`src/hdl/csh_pkg.sv`:
```
// ----------------------------------------------------------------------------
// csh_pkg
// Types, codes and constants shared by the client session handshake block.
// ----------------------------------------------------------------------------
package csh_pkg;

  localparam int unsigned CfgAddrW = 4;
  localparam int unsigned CfgDataW = 32;

  typedef enum logic [1:0] {
    REG_CHECK_VERSION = 2'd0,
    REG_SIGNUP        = 2'd1,
    REG_SETUP         = 2'd2,
    REG_READY         = 2'd3
  } reg_idx_e;

  typedef enum logic [2:0] {
    PH_HELLO       = 3'd0,
    PH_HELLO_OK    = 3'd1,
    PH_SIGNUP_WAIT = 3'd2,
    PH_SETUP_WAIT  = 3'd3,
    PH_READY_PEND  = 3'd4,
    PH_ACTIVE      = 3'd5,
    PH_FAILED      = 3'd6
  } phase_e;

  typedef enum logic [2:0] {
    ACT_INCOMING = 3'd0,
    ACT_SIGNUP   = 3'd1,
    ACT_READY    = 3'd2,
    ACT_APP      = 3'd3,
    ACT_FAIL     = 3'd4,
    ACT_RESTART  = 3'd5
  } action_e;

  typedef enum logic [3:0] {
    ERR_NONE          = 4'd0,
    ERR_FAILED        = 4'd1,
    ERR_ID_ORDER      = 4'd2,
    ERR_HELLO         = 4'd3,
    ERR_SIGNUP_REPLY  = 4'd4,
    ERR_SETUP         = 4'd5,
    ERR_EARLY         = 4'd6,
    ERR_PARSE         = 4'd7,
    ERR_SIGNUP_ORDER  = 4'd8,
    ERR_READY_ORDER   = 4'd9,
    ERR_APP_ORDER     = 4'd10,
    ERR_IDS_EXHAUSTED = 4'd11
  } err_e;

  localparam logic [1:0] KIND_REQUEST = 2'd0;
  localparam logic [1:0] KIND_REPLY   = 2'd1;
  localparam logic [1:0] KIND_NOTIFY  = 2'd2;

  localparam logic [1:0] EP_CLIENT = 2'd0;
  localparam logic [1:0] EP_LOBBY  = 2'd1;
  localparam logic [1:0] EP_ROOM   = 2'd2;

  typedef struct packed {
    logic [7:0] check_version;
    logic [7:0] signup;
    logic [7:0] setup;
    logic [7:0] ready;
  } cfg_t;

  typedef struct packed {
    logic [2:0]  action;
    logic [1:0]  msg_kind;
    logic [1:0]  msg_source;
    logic [1:0]  msg_target;
    logic [7:0]  msg_command;
    logic [63:0] msg_id;
    logic [63:0] reply_to_id;
    logic        payload_ok;
    logic        signup_accepted;
  } item_t;

  typedef struct packed {
    logic        ok;
    logic [3:0]  error_code;
    logic [63:0] out_msg_id;
    logic [1:0]  out_kind;
    logic [1:0]  out_target;
    logic [7:0]  out_command;
    logic [2:0]  session_phase;
    logic [63:0] session_generation;
    logic [63:0] last_in_id;
  } res_t;

endpackage

```
`src/hdl/csh_if.sv`:
```
// ----------------------------------------------------------------------------
// csh_if
// Valid/ready channels of the client session handshake: action items in,
// result items out.
// ----------------------------------------------------------------------------
interface csh_in_if;
  logic        valid;
  logic        ready;
  logic [2:0]  action;
  logic [1:0]  msg_kind;
  logic [1:0]  msg_source;
  logic [1:0]  msg_target;
  logic [7:0]  msg_command;
  logic [63:0] msg_id;
  logic [63:0] reply_to_id;
  logic        payload_ok;
  logic        signup_accepted;

  modport source (
    output valid, action, msg_kind, msg_source, msg_target, msg_command,
           msg_id, reply_to_id, payload_ok, signup_accepted,
    input  ready
  );
  modport sink (
    input  valid, action, msg_kind, msg_source, msg_target, msg_command,
           msg_id, reply_to_id, payload_ok, signup_accepted,
    output ready
  );
endinterface

interface csh_out_if;
  logic        valid;
  logic        ready;
  logic        ok;
  logic [3:0]  error_code;
  logic [63:0] out_msg_id;
  logic [1:0]  out_kind;
  logic [1:0]  out_target;
  logic [7:0]  out_command;
  logic [2:0]  session_phase;
  logic [63:0] session_generation;
  logic [63:0] last_in_id;

  modport source (
    output valid, ok, error_code, out_msg_id, out_kind, out_target,
           out_command, session_phase, session_generation, last_in_id,
    input  ready
  );
  modport sink (
    input  valid, ok, error_code, out_msg_id, out_kind, out_target,
           out_command, session_phase, session_generation, last_in_id,
    output ready
  );
endinterface

```
`src/hdl/client_session_handshake.sv`:
```
// ----------------------------------------------------------------------------
// client_session_handshake
// Client side of a session handshake: one action per transaction, one
// result per transaction.
// ----------------------------------------------------------------------------
// usage
//   in_i   : valid/ready channel of actions (incoming header check, signup,
//            ready, application message, fail, restart)
//   out_o  : valid/ready channel of results, one per action, in order
//   apb    : four 8-bit command code registers at byte addresses 0, 4, 8, 12
// path     : an action passes the input register, then the result register,
//            and a stall can hold it in either
// rate     : one transaction per cycle while out_o.ready is high; the
//            session state is updated in the single step stage between
//            the two registers
// reset    : phase awaiting hello, generation and ids zero, id counter at 1,
//            command codes 0, 1, 2, 3; both channels empty
// stall    : the result register holds while out_o.ready is low; one more
//            action waits in the input register, then in_i.ready drops
// ----------------------------------------------------------------------------
module client_session_handshake import csh_pkg::*; (
  input  logic                clk_i,
  input  logic                rst_ni,
  csh_in_if.sink              in_i,
  csh_out_if.source           out_o,
  input  logic                psel,
  input  logic                penable,
  input  logic                pwrite,
  input  logic [CfgAddrW-1:0] paddr,
  input  logic [CfgDataW-1:0] pwdata,
  output logic [CfgDataW-1:0] prdata,
  output logic                pready
);

  cfg_t  cfg;
  item_t item_q;
  res_t  res, res_q;
  logic  in_valid_q, in_valid_d;
  logic  out_valid_q, out_valid_d;
  logic  advance;
  logic  in_take;

  csh_cfg_regs u_cfg (
    .clk_i   (clk_i),
    .rst_ni  (rst_ni),
    .psel    (psel),
    .penable (penable),
    .pwrite  (pwrite),
    .paddr   (paddr),
    .pwdata  (pwdata),
    .prdata  (prdata),
    .pready  (pready),
    .cfg_o   (cfg)
  );

  csh_engine u_engine (
    .clk_i  (clk_i),
    .rst_ni (rst_ni),
    .en_i   (advance),
    .cfg_i  (cfg),
    .item_i (item_q),
    .res_o  (res)
  );

  assign advance     = in_valid_q & (~out_valid_q | out_o.ready);
  assign in_i.ready  = ~in_valid_q | advance;
  assign in_take     = in_i.valid & in_i.ready;
  assign in_valid_d  = in_take | (in_valid_q & ~advance);
  assign out_valid_d = advance | (out_valid_q & ~out_o.ready);

  always_ff @(posedge clk_i or negedge rst_ni) begin
    if (!rst_ni) begin
      in_valid_q  <= 1'b0;
      out_valid_q <= 1'b0;
    end else begin
      in_valid_q  <= in_valid_d;
      out_valid_q <= out_valid_d;
    end
  end

  always_ff @(posedge clk_i) begin
    if (in_take) begin
      item_q.action          <= in_i.action;
      item_q.msg_kind        <= in_i.msg_kind;
      item_q.msg_source      <= in_i.msg_source;
      item_q.msg_target      <= in_i.msg_target;
      item_q.msg_command     <= in_i.msg_command;
      item_q.msg_id          <= in_i.msg_id;
      item_q.reply_to_id     <= in_i.reply_to_id;
      item_q.payload_ok      <= in_i.payload_ok;
      item_q.signup_accepted <= in_i.signup_accepted;
    end
    if (advance) begin
      res_q <= res;
    end
  end

  assign out_o.valid              = out_valid_q;
  assign out_o.ok                 = res_q.ok;
  assign out_o.error_code         = res_q.error_code;
  assign out_o.out_msg_id         = res_q.out_msg_id;
  assign out_o.out_kind           = res_q.out_kind;
  assign out_o.out_target         = res_q.out_target;
  assign out_o.out_command        = res_q.out_command;
  assign out_o.session_phase      = res_q.session_phase;
  assign out_o.session_generation = res_q.session_generation;
  assign out_o.last_in_id         = res_q.last_in_id;

`ifndef SYNTHESIS
  a_in_held: assert property (@(posedge clk_i) disable iff (!rst_ni)
    (in_valid_q && !advance) |=> in_valid_q)
    else $error("waiting action dropped");

  a_out_held: assert property (@(posedge clk_i) disable iff (!rst_ni)
    (out_valid_q && !out_o.ready) |=> (out_valid_q && $stable(res_q)))
    else $error("stalled result lost or changed");

  a_advance_fills: assert property (@(posedge clk_i) disable iff (!rst_ni)
    advance |=> out_valid_q)
    else $error("step taken without a result");
`endif

endmodule

```
`src/hdl/csh_cfg_regs.sv`:
```
// ----------------------------------------------------------------------------
// csh_cfg_regs
// APB register file holding the four command codes.
// ----------------------------------------------------------------------------
module csh_cfg_regs import csh_pkg::*; (
  input  logic                clk_i,
  input  logic                rst_ni,
  input  logic                psel,
  input  logic                penable,
  input  logic                pwrite,
  input  logic [CfgAddrW-1:0] paddr,
  input  logic [CfgDataW-1:0] pwdata,
  output logic [CfgDataW-1:0] prdata,
  output logic                pready,
  output cfg_t                cfg_o
);

  cfg_t     cfg_q, cfg_d;
  logic     wr_en;
  reg_idx_e idx;

  assign pready = 1'b1;
  assign wr_en  = psel & penable & pwrite;
  assign idx    = reg_idx_e'(paddr[3:2]);

  always_comb begin
    cfg_d = cfg_q;
    if (wr_en) begin
      case (idx)
        REG_CHECK_VERSION: cfg_d.check_version = pwdata[7:0];
        REG_SIGNUP:        cfg_d.signup        = pwdata[7:0];
        REG_SETUP:         cfg_d.setup         = pwdata[7:0];
        REG_READY:         cfg_d.ready         = pwdata[7:0];
        default:           cfg_d               = cfg_q;
      endcase
    end
  end

  always_comb begin
    case (idx)
      REG_CHECK_VERSION: prdata = {24'd0, cfg_q.check_version};
      REG_SIGNUP:        prdata = {24'd0, cfg_q.signup};
      REG_SETUP:         prdata = {24'd0, cfg_q.setup};
      REG_READY:         prdata = {24'd0, cfg_q.ready};
      default:           prdata = '0;
    endcase
  end

  always_ff @(posedge clk_i or negedge rst_ni) begin
    if (!rst_ni) begin
      cfg_q.check_version <= 8'd0;
      cfg_q.signup        <= 8'd1;
      cfg_q.setup         <= 8'd2;
      cfg_q.ready         <= 8'd3;
    end else begin
      cfg_q <= cfg_d;
    end
  end

  assign cfg_o = cfg_q;

endmodule

```
`src/hdl/csh_engine.sv`:
```
// ----------------------------------------------------------------------------
// csh_engine
// Session state and the single-pass step logic: checks one action against
// the current phase, ids and counter, and gives its result and next state.
// ----------------------------------------------------------------------------
module csh_engine import csh_pkg::*; (
  input  logic  clk_i,
  input  logic  rst_ni,
  input  logic  en_i,
  input  cfg_t  cfg_i,
  input  item_t item_i,
  output res_t  res_o
);

  phase_e      phase_q, phase_d;
  logic [63:0] generation_q, generation_d;
  logic [63:0] last_in_q, last_in_d;
  logic [63:0] signup_id_q, signup_id_d;
  logic [63:0] next_id_q, next_id_d;
  logic        exhausted_q, exhausted_d;

  function automatic logic flow_is(item_t it, logic [1:0] kind, logic [7:0] cmd);
    return (it.msg_kind == kind) && (it.msg_source == EP_LOBBY) &&
           (it.msg_target == EP_CLIENT) && (it.msg_command == cmd);
  endfunction

  always_comb begin
    phase_e inc_phase;
    err_e   err;
    logic   take;

    phase_d      = phase_q;
    generation_d = generation_q;
    last_in_d    = last_in_q;
    signup_id_d  = signup_id_q;
    next_id_d    = next_id_q;
    exhausted_d  = exhausted_q;
    inc_phase    = phase_q;
    err          = ERR_NONE;
    take         = 1'b0;
    res_o        = '0;

    case (item_i.action)
      ACT_INCOMING: begin
        if (phase_q == PH_FAILED) begin
          err = ERR_FAILED;
        end else if ((item_i.msg_id == 64'd0) || (item_i.msg_id <= last_in_q)) begin
          err = ERR_ID_ORDER;
        end else begin
          case (phase_q)
            PH_HELLO: begin
              if (!flow_is(item_i, KIND_NOTIFY, cfg_i.check_version)) err = ERR_HELLO;
              else if (!item_i.payload_ok) err = ERR_PARSE;
              else inc_phase = PH_HELLO_OK;
            end
            PH_SIGNUP_WAIT: begin
              if (!flow_is(item_i, KIND_REPLY, cfg_i.signup) ||
                  (item_i.reply_to_id != signup_id_q)) err = ERR_SIGNUP_REPLY;
              else if (!item_i.payload_ok) err = ERR_PARSE;
              else inc_phase = item_i.signup_accepted ? PH_SETUP_WAIT : PH_FAILED;
            end
            PH_SETUP_WAIT: begin
              if (!flow_is(item_i, KIND_NOTIFY, cfg_i.setup)) err = ERR_SETUP;
              else if (!item_i.payload_ok) err = ERR_PARSE;
              else inc_phase = PH_READY_PEND;
            end
            PH_ACTIVE: inc_phase = PH_ACTIVE;
            default:   err = ERR_EARLY;
          endcase
        end
        if (err == ERR_NONE) begin
          phase_d   = inc_phase;
          last_in_d = item_i.msg_id;
          res_o.ok  = 1'b1;
        end
      end
      ACT_SIGNUP: begin
        if (phase_q != PH_HELLO_OK) begin
          err = ERR_SIGNUP_ORDER;
        end else if (exhausted_q) begin
          err = ERR_IDS_EXHAUSTED;
        end else begin
          take              = 1'b1;
          signup_id_d       = next_id_q;
          phase_d           = PH_SIGNUP_WAIT;
          res_o.ok          = 1'b1;
          res_o.out_msg_id  = next_id_q;
          res_o.out_kind    = KIND_REQUEST;
          res_o.out_target  = EP_LOBBY;
          res_o.out_command = cfg_i.signup;
        end
      end
      ACT_READY: begin
        if (phase_q != PH_READY_PEND) begin
          err = ERR_READY_ORDER;
        end else if (exhausted_q) begin
          err = ERR_IDS_EXHAUSTED;
        end else begin
          take              = 1'b1;
          phase_d           = PH_ACTIVE;
          res_o.ok          = 1'b1;
          res_o.out_msg_id  = next_id_q;
          res_o.out_kind    = KIND_NOTIFY;
          res_o.out_target  = EP_ROOM;
          res_o.out_command = cfg_i.ready;
        end
      end
      ACT_APP: begin
        if (phase_q != PH_ACTIVE) begin
          err = ERR_APP_ORDER;
        end else if ((item_i.msg_id == 64'd0) && exhausted_q) begin
          err = ERR_IDS_EXHAUSTED;
        end else begin
          take              = (item_i.msg_id == 64'd0);
          res_o.ok          = 1'b1;
          res_o.out_msg_id  = take ? next_id_q : item_i.msg_id;
          res_o.out_kind    = item_i.msg_kind;
          res_o.out_target  = item_i.msg_target;
          res_o.out_command = item_i.msg_command;
        end
      end
      ACT_FAIL: begin
        phase_d  = PH_FAILED;
        res_o.ok = 1'b1;
      end
      ACT_RESTART: begin
        if (!(&generation_q)) generation_d = generation_q + 64'd1;
        phase_d     = PH_HELLO;
        next_id_d   = 64'd1;
        exhausted_d = 1'b0;
        last_in_d   = '0;
        signup_id_d = '0;
        res_o.ok    = 1'b1;
      end
      default: err = ERR_NONE;
    endcase

    if (take) begin
      if (&next_id_q) exhausted_d = 1'b1;
      else next_id_d = next_id_q + 64'd1;
    end

    res_o.error_code         = err;
    res_o.session_phase      = phase_d;
    res_o.session_generation = generation_d;
    res_o.last_in_id         = last_in_d;
  end

  always_ff @(posedge clk_i or negedge rst_ni) begin
    if (!rst_ni) begin
      phase_q      <= PH_HELLO;
      generation_q <= '0;
      last_in_q    <= '0;
      signup_id_q  <= '0;
      next_id_q    <= 64'd1;
      exhausted_q  <= 1'b0;
    end else if (en_i) begin
      phase_q      <= phase_d;
      generation_q <= generation_d;
      last_in_q    <= last_in_d;
      signup_id_q  <= signup_id_d;
      next_id_q    <= next_id_d;
      exhausted_q  <= exhausted_d;
    end
  end

`ifndef SYNTHESIS
  a_exhausted_at_top: assert property (@(posedge clk_i) disable iff (!rst_ni)
    exhausted_q |-> (&next_id_q))
    else $error("id counter exhausted below its maximum");

  a_generation_monotonic: assert property (@(posedge clk_i) disable iff (!rst_ni)
    1'b1 |=> (generation_q >= $past(generation_q)))
    else $error("generation count went down");

  a_signup_id_valid: assert property (@(posedge clk_i) disable iff (!rst_ni)
    (phase_q == PH_SIGNUP_WAIT) |-> (signup_id_q != 64'd0))
    else $error("awaiting signup reply without a signup id");
`endif

endmodule
```
`src/flat_wrapper.sv`:
```
// flat-port wrapper written by rule: the top's interface ports become plain ports
module client_session_handshake_flat import csh_pkg::*;
  (clk_i, rst_ni, psel, penable, pwrite, paddr, pwdata, prdata, pready, in_i_valid, in_i_action, in_i_msg_kind, in_i_msg_source, in_i_msg_target, in_i_msg_command, in_i_msg_id, in_i_reply_to_id, in_i_payload_ok, in_i_signup_accepted, in_i_ready, out_o_valid, out_o_ok, out_o_error_code, out_o_out_msg_id, out_o_out_kind, out_o_out_target, out_o_out_command, out_o_session_phase, out_o_session_generation, out_o_last_in_id, out_o_ready);
  csh_in_if in_i_i ();
  csh_out_if out_o_i ();
  input  logic clk_i;
  input  logic rst_ni;
  input  logic psel;
  input  logic penable;
  input  logic pwrite;
  input  logic [CfgAddrW-1:0] paddr;
  input  logic [CfgDataW-1:0] pwdata;
  output logic [CfgDataW-1:0] prdata;
  output logic pready;
  input wire logic [$bits(in_i_i.valid)-1:0] in_i_valid;
  input wire logic [$bits(in_i_i.action)-1:0] in_i_action;
  input wire logic [$bits(in_i_i.msg_kind)-1:0] in_i_msg_kind;
  input wire logic [$bits(in_i_i.msg_source)-1:0] in_i_msg_source;
  input wire logic [$bits(in_i_i.msg_target)-1:0] in_i_msg_target;
  input wire logic [$bits(in_i_i.msg_command)-1:0] in_i_msg_command;
  input wire logic [$bits(in_i_i.msg_id)-1:0] in_i_msg_id;
  input wire logic [$bits(in_i_i.reply_to_id)-1:0] in_i_reply_to_id;
  input wire logic [$bits(in_i_i.payload_ok)-1:0] in_i_payload_ok;
  input wire logic [$bits(in_i_i.signup_accepted)-1:0] in_i_signup_accepted;
  output wire logic [$bits(in_i_i.ready)-1:0] in_i_ready;
  output wire logic [$bits(out_o_i.valid)-1:0] out_o_valid;
  output wire logic [$bits(out_o_i.ok)-1:0] out_o_ok;
  output wire logic [$bits(out_o_i.error_code)-1:0] out_o_error_code;
  output wire logic [$bits(out_o_i.out_msg_id)-1:0] out_o_out_msg_id;
  output wire logic [$bits(out_o_i.out_kind)-1:0] out_o_out_kind;
  output wire logic [$bits(out_o_i.out_target)-1:0] out_o_out_target;
  output wire logic [$bits(out_o_i.out_command)-1:0] out_o_out_command;
  output wire logic [$bits(out_o_i.session_phase)-1:0] out_o_session_phase;
  output wire logic [$bits(out_o_i.session_generation)-1:0] out_o_session_generation;
  output wire logic [$bits(out_o_i.last_in_id)-1:0] out_o_last_in_id;
  input wire logic [$bits(out_o_i.ready)-1:0] out_o_ready;
  assign in_i_i.valid = in_i_valid;
  assign in_i_i.action = in_i_action;
  assign in_i_i.msg_kind = in_i_msg_kind;
  assign in_i_i.msg_source = in_i_msg_source;
  assign in_i_i.msg_target = in_i_msg_target;
  assign in_i_i.msg_command = in_i_msg_command;
  assign in_i_i.msg_id = in_i_msg_id;
  assign in_i_i.reply_to_id = in_i_reply_to_id;
  assign in_i_i.payload_ok = in_i_payload_ok;
  assign in_i_i.signup_accepted = in_i_signup_accepted;
  assign in_i_ready = in_i_i.ready;
  assign out_o_valid = out_o_i.valid;
  assign out_o_ok = out_o_i.ok;
  assign out_o_error_code = out_o_i.error_code;
  assign out_o_out_msg_id = out_o_i.out_msg_id;
  assign out_o_out_kind = out_o_i.out_kind;
  assign out_o_out_target = out_o_i.out_target;
  assign out_o_out_command = out_o_i.out_command;
  assign out_o_session_phase = out_o_i.session_phase;
  assign out_o_session_generation = out_o_i.session_generation;
  assign out_o_last_in_id = out_o_i.last_in_id;
  assign out_o_i.ready = out_o_ready;
  client_session_handshake u_core (.clk_i(clk_i), .rst_ni(rst_ni), .in_i(in_i_i), .out_o(out_o_i), .psel(psel), .penable(penable), .pwrite(pwrite), .paddr(paddr), .pwdata(pwdata), .prdata(prdata), .pready(pready));
endmodule
```
`config.mk`:
```
export PLATFORM = sky130hd
export DESIGN_NAME = client_session_handshake_flat
export DESIGN_NICKNAME = d
export VERILOG_FILES = /design/src/hdl/csh_pkg.sv /design/src/hdl/csh_if.sv /design/src/hdl/client_session_handshake.sv /design/src/hdl/csh_cfg_regs.sv /design/src/hdl/csh_engine.sv /design/src/flat_wrapper.sv
export SDC_FILE = /design/constraint.sdc
export NUM_CORES = 1
export LEC_CHECK = 0
export BUFFER_PORTS_ARGS = -buffer_cell sky130_fd_sc_hd__buf_2
export CORE_ASPECT_RATIO = 1.2
export CORE_MARGIN = 1.5
export CORE_UTILIZATION = 55
export DETAILED_ROUTE_END_ITERATION = 7
export GPL_TIMING_DRIVEN = 0
export HOLD_SLACK_MARGIN = 0.02
export PLACE_DENSITY_LB_ADDON = 0.08
export SYNTH_ARGS = -nofsm -noshare
export SYNTH_HDL_FRONTEND = slang
export SYNTH_HIERARCHICAL = 1
export SYNTH_SLANG_ARGS = --single-unit
```
`constraint.sdc`:
```
create_clock -name clk_i -period 21.3 [get_ports clk_i]
set_input_delay 4.26 -clock clk_i [delete_from_list [all_inputs] [get_ports clk_i]]
set_output_delay 4.26 -clock clk_i [all_outputs]
set_load 0.005 [all_outputs]
```
After elaboration in Yosys (flattened, before gate mapping) --
Index checks and enable logic that the tools add are counted.
Storage, ports and cells: bits in registers 653, bits of input ports 190
Operators by class: $add $sub $neg 2, $lt $le $gt $ge 1, equality and inequality tests 24, mux-type cells 62, bitwise logic cells 14, reductions and logical operators 26
Operator list (count):
- $mux W64 | 9
- $mux W76 | 6
- $pmux W64 S2 | 2
- $pmux W76 S3 | 1
- $add A64 B1 Y64 const B | 2
- $pmux W32 S4 | 1
- $reduce_and A64 Y1 | 2
- $le A64 B64 Y1 | 1
- $logic_not A64 Y1 | 1
- $ne A64 B64 Y1 | 1
- $mux W3 | 17
- $mux W4 | 9
- $pmux W4 S4 | 2
- $eq A8 B8 Y1 | 3
- $pmux W3 S5 | 1
- $eq A3 B2 Y1 const B | 4
- $eq A3 B3 Y1 const B | 4
- $pmux W3 S4 | 1
- $mux W1 | 11
- $logic_and A1 B1 Y1 | 8
- $reduce_and A2 Y1 | 4
- $and A1 B1 Y1 | 6
- $eq A2 B1 Y1 const B | 3
- $eq A2 B2 Y1 const B | 3
- 16 further kinds | 27

Logic depth before layout (Yosys ltp) --
Gate-level depths: netlist of run 1.
word-level depth 14, mapped depth 13, mapped depth without buffers 11

By module --
Netlist of run 1, hierarchy kept.
Modules (own cells, without submodules):
- csh_engine | instances 1, cells an instance 2086, area an instance 17518.1 um^2
- client_session_handshake | instances 1, cells an instance 367, area an instance 10884.2 um^2
- csh_cfg_regs | instances 1, cells an instance 107, area an instance 1630.3 um^2

Worst setup path after synthesis of run 1 --
OpenSTA, ideal clock, no wires.
kind input-to-reg, start in out_o_ready, end reg u_core.u_engine.generation_q[24], library setup time 0.125 ns, arrival 10.574 ns, data required time 21.175 ns, path slack 10.601 ns, cell stages on the path 7, cell sequence nand2b_1 > and2_1 > clkbuf_1 > clkbuf_1 > nand4_1 > or3_1 > xnor2_1
Between the ends: cells in the longest elaborated chain, start to end 2
Ends and longest elaborated chain:
- start, declared | line flat_wrapper.sv:36 | input wire logic [$bits(out_o_i.ready)-1:0] out_o_ready;
- $or A1 B1 Y1 | line client_session_handshake.sv:65 | assign advance = in_valid_q & (~out_valid_q | out_o.ready);
- $and A1 B1 Y1 | line client_session_handshake.sv:65
- net u_core.advance | line client_session_handshake.sv:40 | logic advance;
- end signal, assigned | line csh_engine.sv:159 | generation_q <= generation_d;
- end, declared | line csh_engine.sv:16 | logic [63:0] generation_q, generation_d;
The timed path passes the listed nets, and every way through them passes these cells. A chain may end at the register's enable or synchronous reset.

Worst setup path in the final report of run 1 --
start in paddr[2], end out prdata[0]
Between the ends: cells in the longest elaborated chain, start to end 2, elaborated cells between the ends (all ways) 5, classes of those cells 3 x eq/ne; 1 x mux; 1 x reduce/logical
Ends and longest elaborated chain:
- start, declared | line flat_wrapper.sv:11 | input logic [CfgAddrW-1:0] paddr;
- $eq A2 B2 Y1, or another cell as far along | line csh_cfg_regs.sv:40 | case (idx)
- $pmux W32 S4 * | line csh_cfg_regs.sv:40
- end, declared | line flat_wrapper.sv:13 | output logic [CfgDataW-1:0] prdata;
Every way passes the cells marked *; elsewhere a longest branch is shown, timed or not. The select of a mux whose other input is x is not followed.

==> results.toml, run 1 <==
[timing]
max_freq_mhz = 104
post-route-period-util_pct = 44.9
slew_headroom_pct = 16.5
hold_violations = 0
setup_violations = 0
fin_skew_ns = 0.0227
worst_pin_slew_ns = 1.24
layout_setup_ws_ns = 11.73
grt_setup_unrepaired = "no"
final-max-slew-violation-count = 0
period_minus_slack_ns = 9.57
hold_slack_ns = 0.487
tns_ns = 0

[floorplanning]
initial_core_util_pct = 55.9
row_count = 93
core_area_um2 = 53800
die_y_um = 259
die_w_um = 216
fp.dieArea_um2 = 56000
io_pins = 437

[cts]
cts_sinks = 653
htree_num_levels = 3
cts_resized = 0
clk_pin_slew_ns = 0.06
cts_buffers = 67
postCtsSetupBuffers = 0
clockBufferDepth = 3
root_buffer = "clkbuf_16"
clkLatencyLatePin_ns = 0.60
cts_hold_buf = 0
cts_tree = "done"

[yosys]
synthSimpleGateAreaFrac_pct = 13.4
synth_top_area_cell = "edfxtp_1"
ys_seq_elements = 653
yosysWarningCount = 6
synth_edf_count = 359
synth.distinct_cells = 76
syn-mean-instance-area_um2 = 11.7
synth_fa_ha_area_share_pct = 2.75
muxShareOfSynthArea_pct = 1.83
yosysTopAreaCellShare_pct = 35.9
synthTopCellsByArea = "edfxtp_1 36%, dfrtp_1 24%, nand2_1 4.2%, a22o_1 3.7%, xnor2_1 3.6%"
synth_xor_area_share_pct = 5.57
async_flop_share_pct = 45.0
synth_compound_area_share_pct = 12.1
synth_top_family_by_area = "simple AND/OR/NAND/NOR gates"
synth_ff_type = "edfxtp_1"
yosysSeqAreaShare_pct = 60.4
synthCells = 2560
syn_area_um2 = 30000

[setup_path]
crit_path_frequent_cell = "buf_2"
end_kind = "output pin"
slowest_delay_ns = 0.55
critPathTopFamily = "multiplexers"
startpoint = "paddr[2]"
cp.arrival_ns = 5.31
rr_startpoint = "u_core/item_q[113]"
path_buf_inv = 3
path_cells = "buf_2, buf_6, mux4_2, buf_2"
crit_fanout = 10
worst_path_max_delay_cell = "mux4_2"
reg2reg_slack_ns = 15.97
crit_type = "input pin to output pin"
cp-start-kind = "input pin"
cp_data_required_time_ns = 17.04

[worst_hold_path]
hold_path.class = "flip-flop to flip-flop"
hold_start = "u_core/u_engine/signup_id_q[27]"

[placement]
place_area_um2 = 33100
dp_hpwl_um = 68600
io_buffers = 385
gp_congestion = 0.946
dp_worst_setup_slack_ns = 11.73

[routing]
postRouteAntennaNets = 0
vias = 23000
drc = 0
vias_per_cell = 6.02
first_pass_iters = 7
drtIter0Drc = 2793
drt-wirelength-per-cell_um = 24.2
drt_wl_total_um = 92400

[power]
leakagePower_nw = 14.5
max-vdd-ir-drop_mv = 0.0698
powerDensity_nw_per_um2 = 85.2

[run_status]
status = "finished clean"

[global_route]
grt_pass1_wl_um = 138000
grt_max_degree = 109
grtUsageTotal_pct = 32.8
grt_overflow = 0
grt_pass1_vias = 22400
antenna_found_initial = 7

[layout]
mostFrequentLayoutCells = "396 x buf_2, 359 x edfxtp_1, 338 x nand2_1"
drive_above_1_share_pct = 19.5
fillers = 4157
syn_to_final_growth_pct = 17.9
finalInstanceArea_um2 = 35400
nets = 3300
final_common_cell = "buf_2"

[job]
cap_violations = 0
## cell families (layout without fill, tap and decap cells)
logic type               Yosys count  after routing
multiplexers                      41             41
AO/OA/AOI/OAI                    528            528
other                              2             31
XOR/XNOR                         191            191
adder cells (fa/ha/maj)           66             66
buffers and inverters            269            783
AND/OR/NAND/NOR                  810            810
flip-flops                       653            653
## state kept, by name, indices dropped and copies added (netlist names)
name / count
u_core/item_q: 147
u_core/out_o.valid: 1
u_core/out_o.out_target: 2
u_core/out_o.out_kind: 2
u_core/out_o.ok: 1
u_core/out_o.error_code: 4
u_core/in_valid_q: 1
u_core/out_o.last_in_id: 64
u_core/out_o.out_msg_id: 64
u_core/u_engine/exhausted_q: 1
u_core/u_engine/generation_q: 64
u_core/u_engine/signup_id_q: 64
u_core/out_o.session_phase: 3
u_core/u_engine/phase_q: 3
u_core/u_engine/last_in_q: 64
u_core/u_engine/next_id_q: 64
u_core/out_o.out_command: 8
u_core/u_cfg/cfg_o: 32
u_core/out_o.session_generation: 64
## cell usage after synthesis, types with 9 or more instances
| cell type | n |
|---|---|
| a21o_1 | 11 |
| a21oi_1 | 61 |
| a22o_1 | 128 |
| a31oi_1 | 13 |
| and2_1 | 16 |
| and3_1 | 25 |
| buf_1 | 13 |
| buf_2 | 12 |
| buf_4 | 25 |
| clkbuf_1 | 107 |
| dfrtp_1 | 289 |
| edfxtp_1 | 359 |
| ha_1 | 66 |
| inv_1 | 104 |
| mux2_2 | 32 |
| nand2_1 | 338 |
| nand2b_1 | 25 |
| nand3_1 | 77 |
| nand4_1 | 82 |
| nor2_1 | 96 |
| nor2b_1 | 26 |
| nor3_1 | 30 |
| nor4_1 | 43 |
| o21ai_0 | 151 |
| o21ai_1 | 10 |
| o31ai_1 | 102 |
| or3_1 | 9 |
| xnor2_1 | 122 |
| xor2_1 | 69 |
## routing by layer
metal,track usage (%),up-vias,routed length (um)
li1,-,10300,-
met1,44.0,11300,37100
met2,53.5,1131,44400
met3,4.58,191,6980
met4,15.0,2,3890
met5,0,-,13
## worst paths after layout
path | endpoint | cells past startpoint
worst max-delay path | prdata[0] | 4
worst min register to register | u_core/u_engine/signup_id_q[27] | 2
worst max register to register | u_core/out_o.last_in_id[51] | 12
worst min-delay path | u_core/u_engine/signup_id_q[27] | 2
min in group asynchronous | u_core/u_engine/last_in_q[39] | 1
max in group asynchronous | u_core/u_cfg/cfg_o[16] | 3
## where the power goes
part,internal (mW),switching (mW),total (mW),leakage [nW]
sequential,1.44,0.0687,1.51,7.54
clock,0.718,0.486,1.20,1.10
combinational,0.131,0.177,0.308,5.85
total,2.29,0.731,3.02,14.5
## stage by stage
step	cells	util [%]	total power, mW
final	3815	65.9	3.02
after global routing	3815	65.9	3.12
after CTS	3809	65.8	3.04
after detailed placement	3687	61.7	1.83
after global placement	3680	61.3	1.83
after floorplan	2583	-	1.68
## final cells by class
| type | count | area (um^2) | share of cell area, % |
|---|---|---|---|
| inverters | 104 | 390 | 1.10 |
| clock inverters | 31 | 322 | 0.908 |
| multi-input cells | 1661 | 10800 | 30.5 |
| well taps | 712 | 891 | 2.52 |
| plain buffers | 165 | 788 | 2.23 |
| diodes | 6 | 15.0 | 0.0424 |
| clock buffers | 91 | 1920 | 5.43 |
| flip-flops and latches | 653 | 18100 | 51.2 |
| repair buffers | 392 | 2130 | 6.01 |
## worst register-to-register path, stage by stage (launching register included)
cell and delay [ns]:
edfxtp_1 0.53, ha_1 0.40, nand4_1 0.18, or4_4 0.56, nor4_4 0.22, and4_1 0.37, a21oi_1 0.16, a211o_1 0.36
nor4_1 0.96, clkbuf_1 0.62, buf_2 0.43, nand2_1 0.10, o31ai_1 0.15
No activity file was read; power rests on OpenSTA's default activity.
==> run 2: changes to the inputs <==
--- a/config.mk
+++ b/config.mk
@@ -5,6 +5,7 @@
 export SDC_FILE = /design/constraint.sdc
 export NUM_CORES = 1
 export LEC_CHECK = 0
+export ABC_AREA = 1
 export BUFFER_PORTS_ARGS = -buffer_cell sky130_fd_sc_hd__buf_2
 export CORE_ASPECT_RATIO = 1.2
 export CORE_MARGIN = 1.5
==> constraint.sdc (replaced) <==
create_clock -name clk_i -period 9.5 [get_ports clk_i]
set_input_delay 1.9 -clock clk_i [delete_from_list [all_inputs] [get_ports clk_i]]
set_output_delay 1.9 -clock clk_i [all_outputs]
set_load 0.005 [all_outputs]
==> run 2 against run 1 <==
  * Wire length is 39% higher
  * Design area up 15%
  * Sequential cell count stayed put
  * Clock-buffer cell count shrank 2
  * First-iteration DRC count grew 26%
  * Synthesized cell count is 60% higher
  * Clock power grew 130%
  * Global-route usage up 6.2 points
  * Critical path depth increased by 6
  * Clock skew down 0.00072 ns
==> results.toml, run 2 <==
[floorplanning]
initial_core_util_pct = 55.5
io_pins = 437
die_w_um = 234
fp.dieArea_um2 = 65300
die_y_um = 280
core_area_um2 = 63200
row_count = 101

[job]
cap_violations = 0

[setup_path]
cp-start-kind = "input pin"
crit_fanout = 25
crit_type = "input pin to flip-flop"
cp_data_required_time_ns = 10.06
cp.arrival_ns = 5.29
end_kind = "flip-flop"
reg2reg_slack_ns = 5.20

[timing]
slew_headroom_pct = 15.3
hold_violations = 0
max_freq_mhz = 211
final-max-slew-violation-count = 0
worst_pin_slew_ns = 1.27
layout_setup_ws_ns = 4.76
post-route-period-util_pct = 49.9
period_minus_slack_ns = 4.74
setup_violations = 0
grt_setup_unrepaired = "no"
fin_skew_ns = 0.0220

[yosys]
synthTopCellsByArea = "edfxtp_1 31%, dfrtp_1 21%, nand2_1 13%, inv_1 4.9%, o21ai_0 4.5%"
synth.distinct_cells = 55
syn_area_um2 = 35100
yosysMostFrequentCell = "nand2_1"
synthCells = 4104
yosysTopAreaCellShare_pct = 30.7
ys_seq_elements = 653
synth_ff_type = "edfxtp_1"
yosysSeqAreaShare_pct = 51.7
synth_top_area_cell = "edfxtp_1"
synth_edf_count = 359
syn-mean-instance-area_um2 = 8.55
async_flop_share_pct = 45.0
synth_common_cells = "1199 x nand2_1, 461 x inv_1, 359 x edfxtp_1"
yosysWarningCount = 6

[layout]
drive_above_1_share_pct = 13.9
insertedDiodeCount = 0
mostFrequentLayoutCells = "1199 x nand2_1, 460 x inv_1, 413 x buf_2"
nets = 4848
seq_area_um2 = 18100
largest_reg_flops = 147
syn_to_final_growth_pct = 16.0
multi_input_area_um2 = 14300
fillers = 5457
final_common_cell = "nand2_1"
top_register = "u_core/item_q"
fin_util_pct = 64.4

[global_route]
grtUsageTotal_pct = 39.1
grt_pass1_wl_um = 188000
grt_overflow = 0
antenna_found_initial = 3
grt_max_degree = 104
grt_pass1_vias = 30600

[placement]
dp_hpwl_um = 99900
dp_worst_setup_slack_ns = 4.29
io_buffers = 385
gp_congestion = 1.03

[routing]
first_pass_iters = 6
drt_wl_total_um = 129000
drt-wirelength-per-cell_um = 23.5
vias = 32100
postRouteAntennaNets = 0
vias_per_cell = 5.87
drc = 0
drtIter0Drc = 3521

[cts]
clkLatencyLatePin_ns = 0.63
htree_num_levels = 3
postCtsSetupBuffers = 0
clockBufferDepth = 3
cts_tree = "done"
cts_sinks = 653
cts_buffers = 67
root_buffer = "clkbuf_16"
cts_hold_buf = 0
cts_resized = 0
clk_pin_slew_ns = 0.06

[power]
powerDensity_nw_per_um2 = 201
p_sw_mw = 2.73
swShare_pct = 33.4
p_int_mw = 5.45
clkPwrFrac_pct = 33.7
max-vdd-ir-drop_mv = 0.174
leakagePower_nw = 17.8
seqPwrFrac_pct = 43.9
p_comb_share_pct = 22.4

[worst_hold_path]
hold_path.class = "flip-flop to flip-flop"

[run_status]
status = "finished clean"
-- run 2: routing by layer --
metal | GRT usage [%] | wire length (um) | part of all wire, % | vias to the layer above
li1 | - | - | - | 14700
met1 | 48.8 | 48500 | 38 | 15100
met2 | 63.5 | 60200 | 47 | 1879
met3 | 6.04 | 10900 | 8.5 | 439
met4 | 24.2 | 9000 | 7.0 | 2
met5 | 0 | 7 | 0.0054 | -
-- run 2: worst paths after layout --
| path | start | end | cells past startpoint |
|---|---|---|---|
| worst max-delay path | out_o_ready | u_core/u_engine/next_id_q[37] | 10 |
| max in group asynchronous | rst_ni | u_core/u_engine/last_in_q[41] | 2 |
| worst max register to register | u_core/item_q[97] | u_core/out_o.last_in_id[39] | 16 |
| worst min register to register | u_core/u_cfg/cfg_o[1] | u_core/u_cfg/cfg_o[1] | 2 |
| worst min-delay path | u_core/u_cfg/cfg_o[1] | u_core/u_cfg/cfg_o[1] | 2 |
| min in group asynchronous | rst_ni | u_core/u_cfg/cfg_o[23] | 1 |
-- run 2: cell families (layout without fill, tap and decap cells) --
logic type | count (synthesis) | in the layout | share of synthesized area [%]
compound gates | 576 | 576 | 9.71
buf+inv | 662 | 1181 | 7.76
xor+xnor | 148 | 148 | 3.70
fa+ha+maj | 66 | 66 | 2.35
other cells | 2 | 25 | 0.0214
flops | 653 | 653 | 51.7
simple gates | 1997 | 1997 | 24.7
-- run 2: final cells by class --
type / count / area share [%]
plain buffers: 190 / 2.33
clock inverters: 34 / 0.941
multi-input cells: 2812 / 35.2
inverters: 472 / 4.37
well taps: 824 / 2.53
flip-flops and latches: 653 / 44.6
repair buffers: 396 / 5.39
clock buffers: 89 / 4.66
-- run 2: worst max-delay path: stages --
cell,delay (ns)
buf_2,0.08
inv_2,0.05
a21oi_4,0.45
buf_12,0.27
buf_16,0.20
clkbuf_1,0.24
clkbuf_1,0.97
clkbuf_1,0.60
o21ai_0,0.35
nand2_1,0.12
-- run 2: power groups by stage --
stage / Sequential, mW / Clock, mW / Combinational (mW)
3_3_place_gp: 3.66 / 0 / 1.72
6_report: 3.59 / 2.76 / 1.83
2_1_floorplan: 3.57 / 0 / 1.07
5_1_grt: 3.62 / 2.89 / 1.98
3_5_place_dp: 3.63 / 0 / 1.76
4_1_cts: 3.58 / 2.79 / 1.77
-- run 2: through the flow --
stage               power [mW]  cell area, um^2  TNS [ns]  instances  hold slack (ns)
detailed placement        5.39            38400         0       5347            0.477
CTS                       8.14            40700         0       5470            0.485
global route              8.48            40700         0       5470            0.517
floorplan                 4.64            35200         0       4127            0.451
finish                    8.17            40700         0       5470            0.486
global placement          5.38            38100  -1305.80       5336            0.464
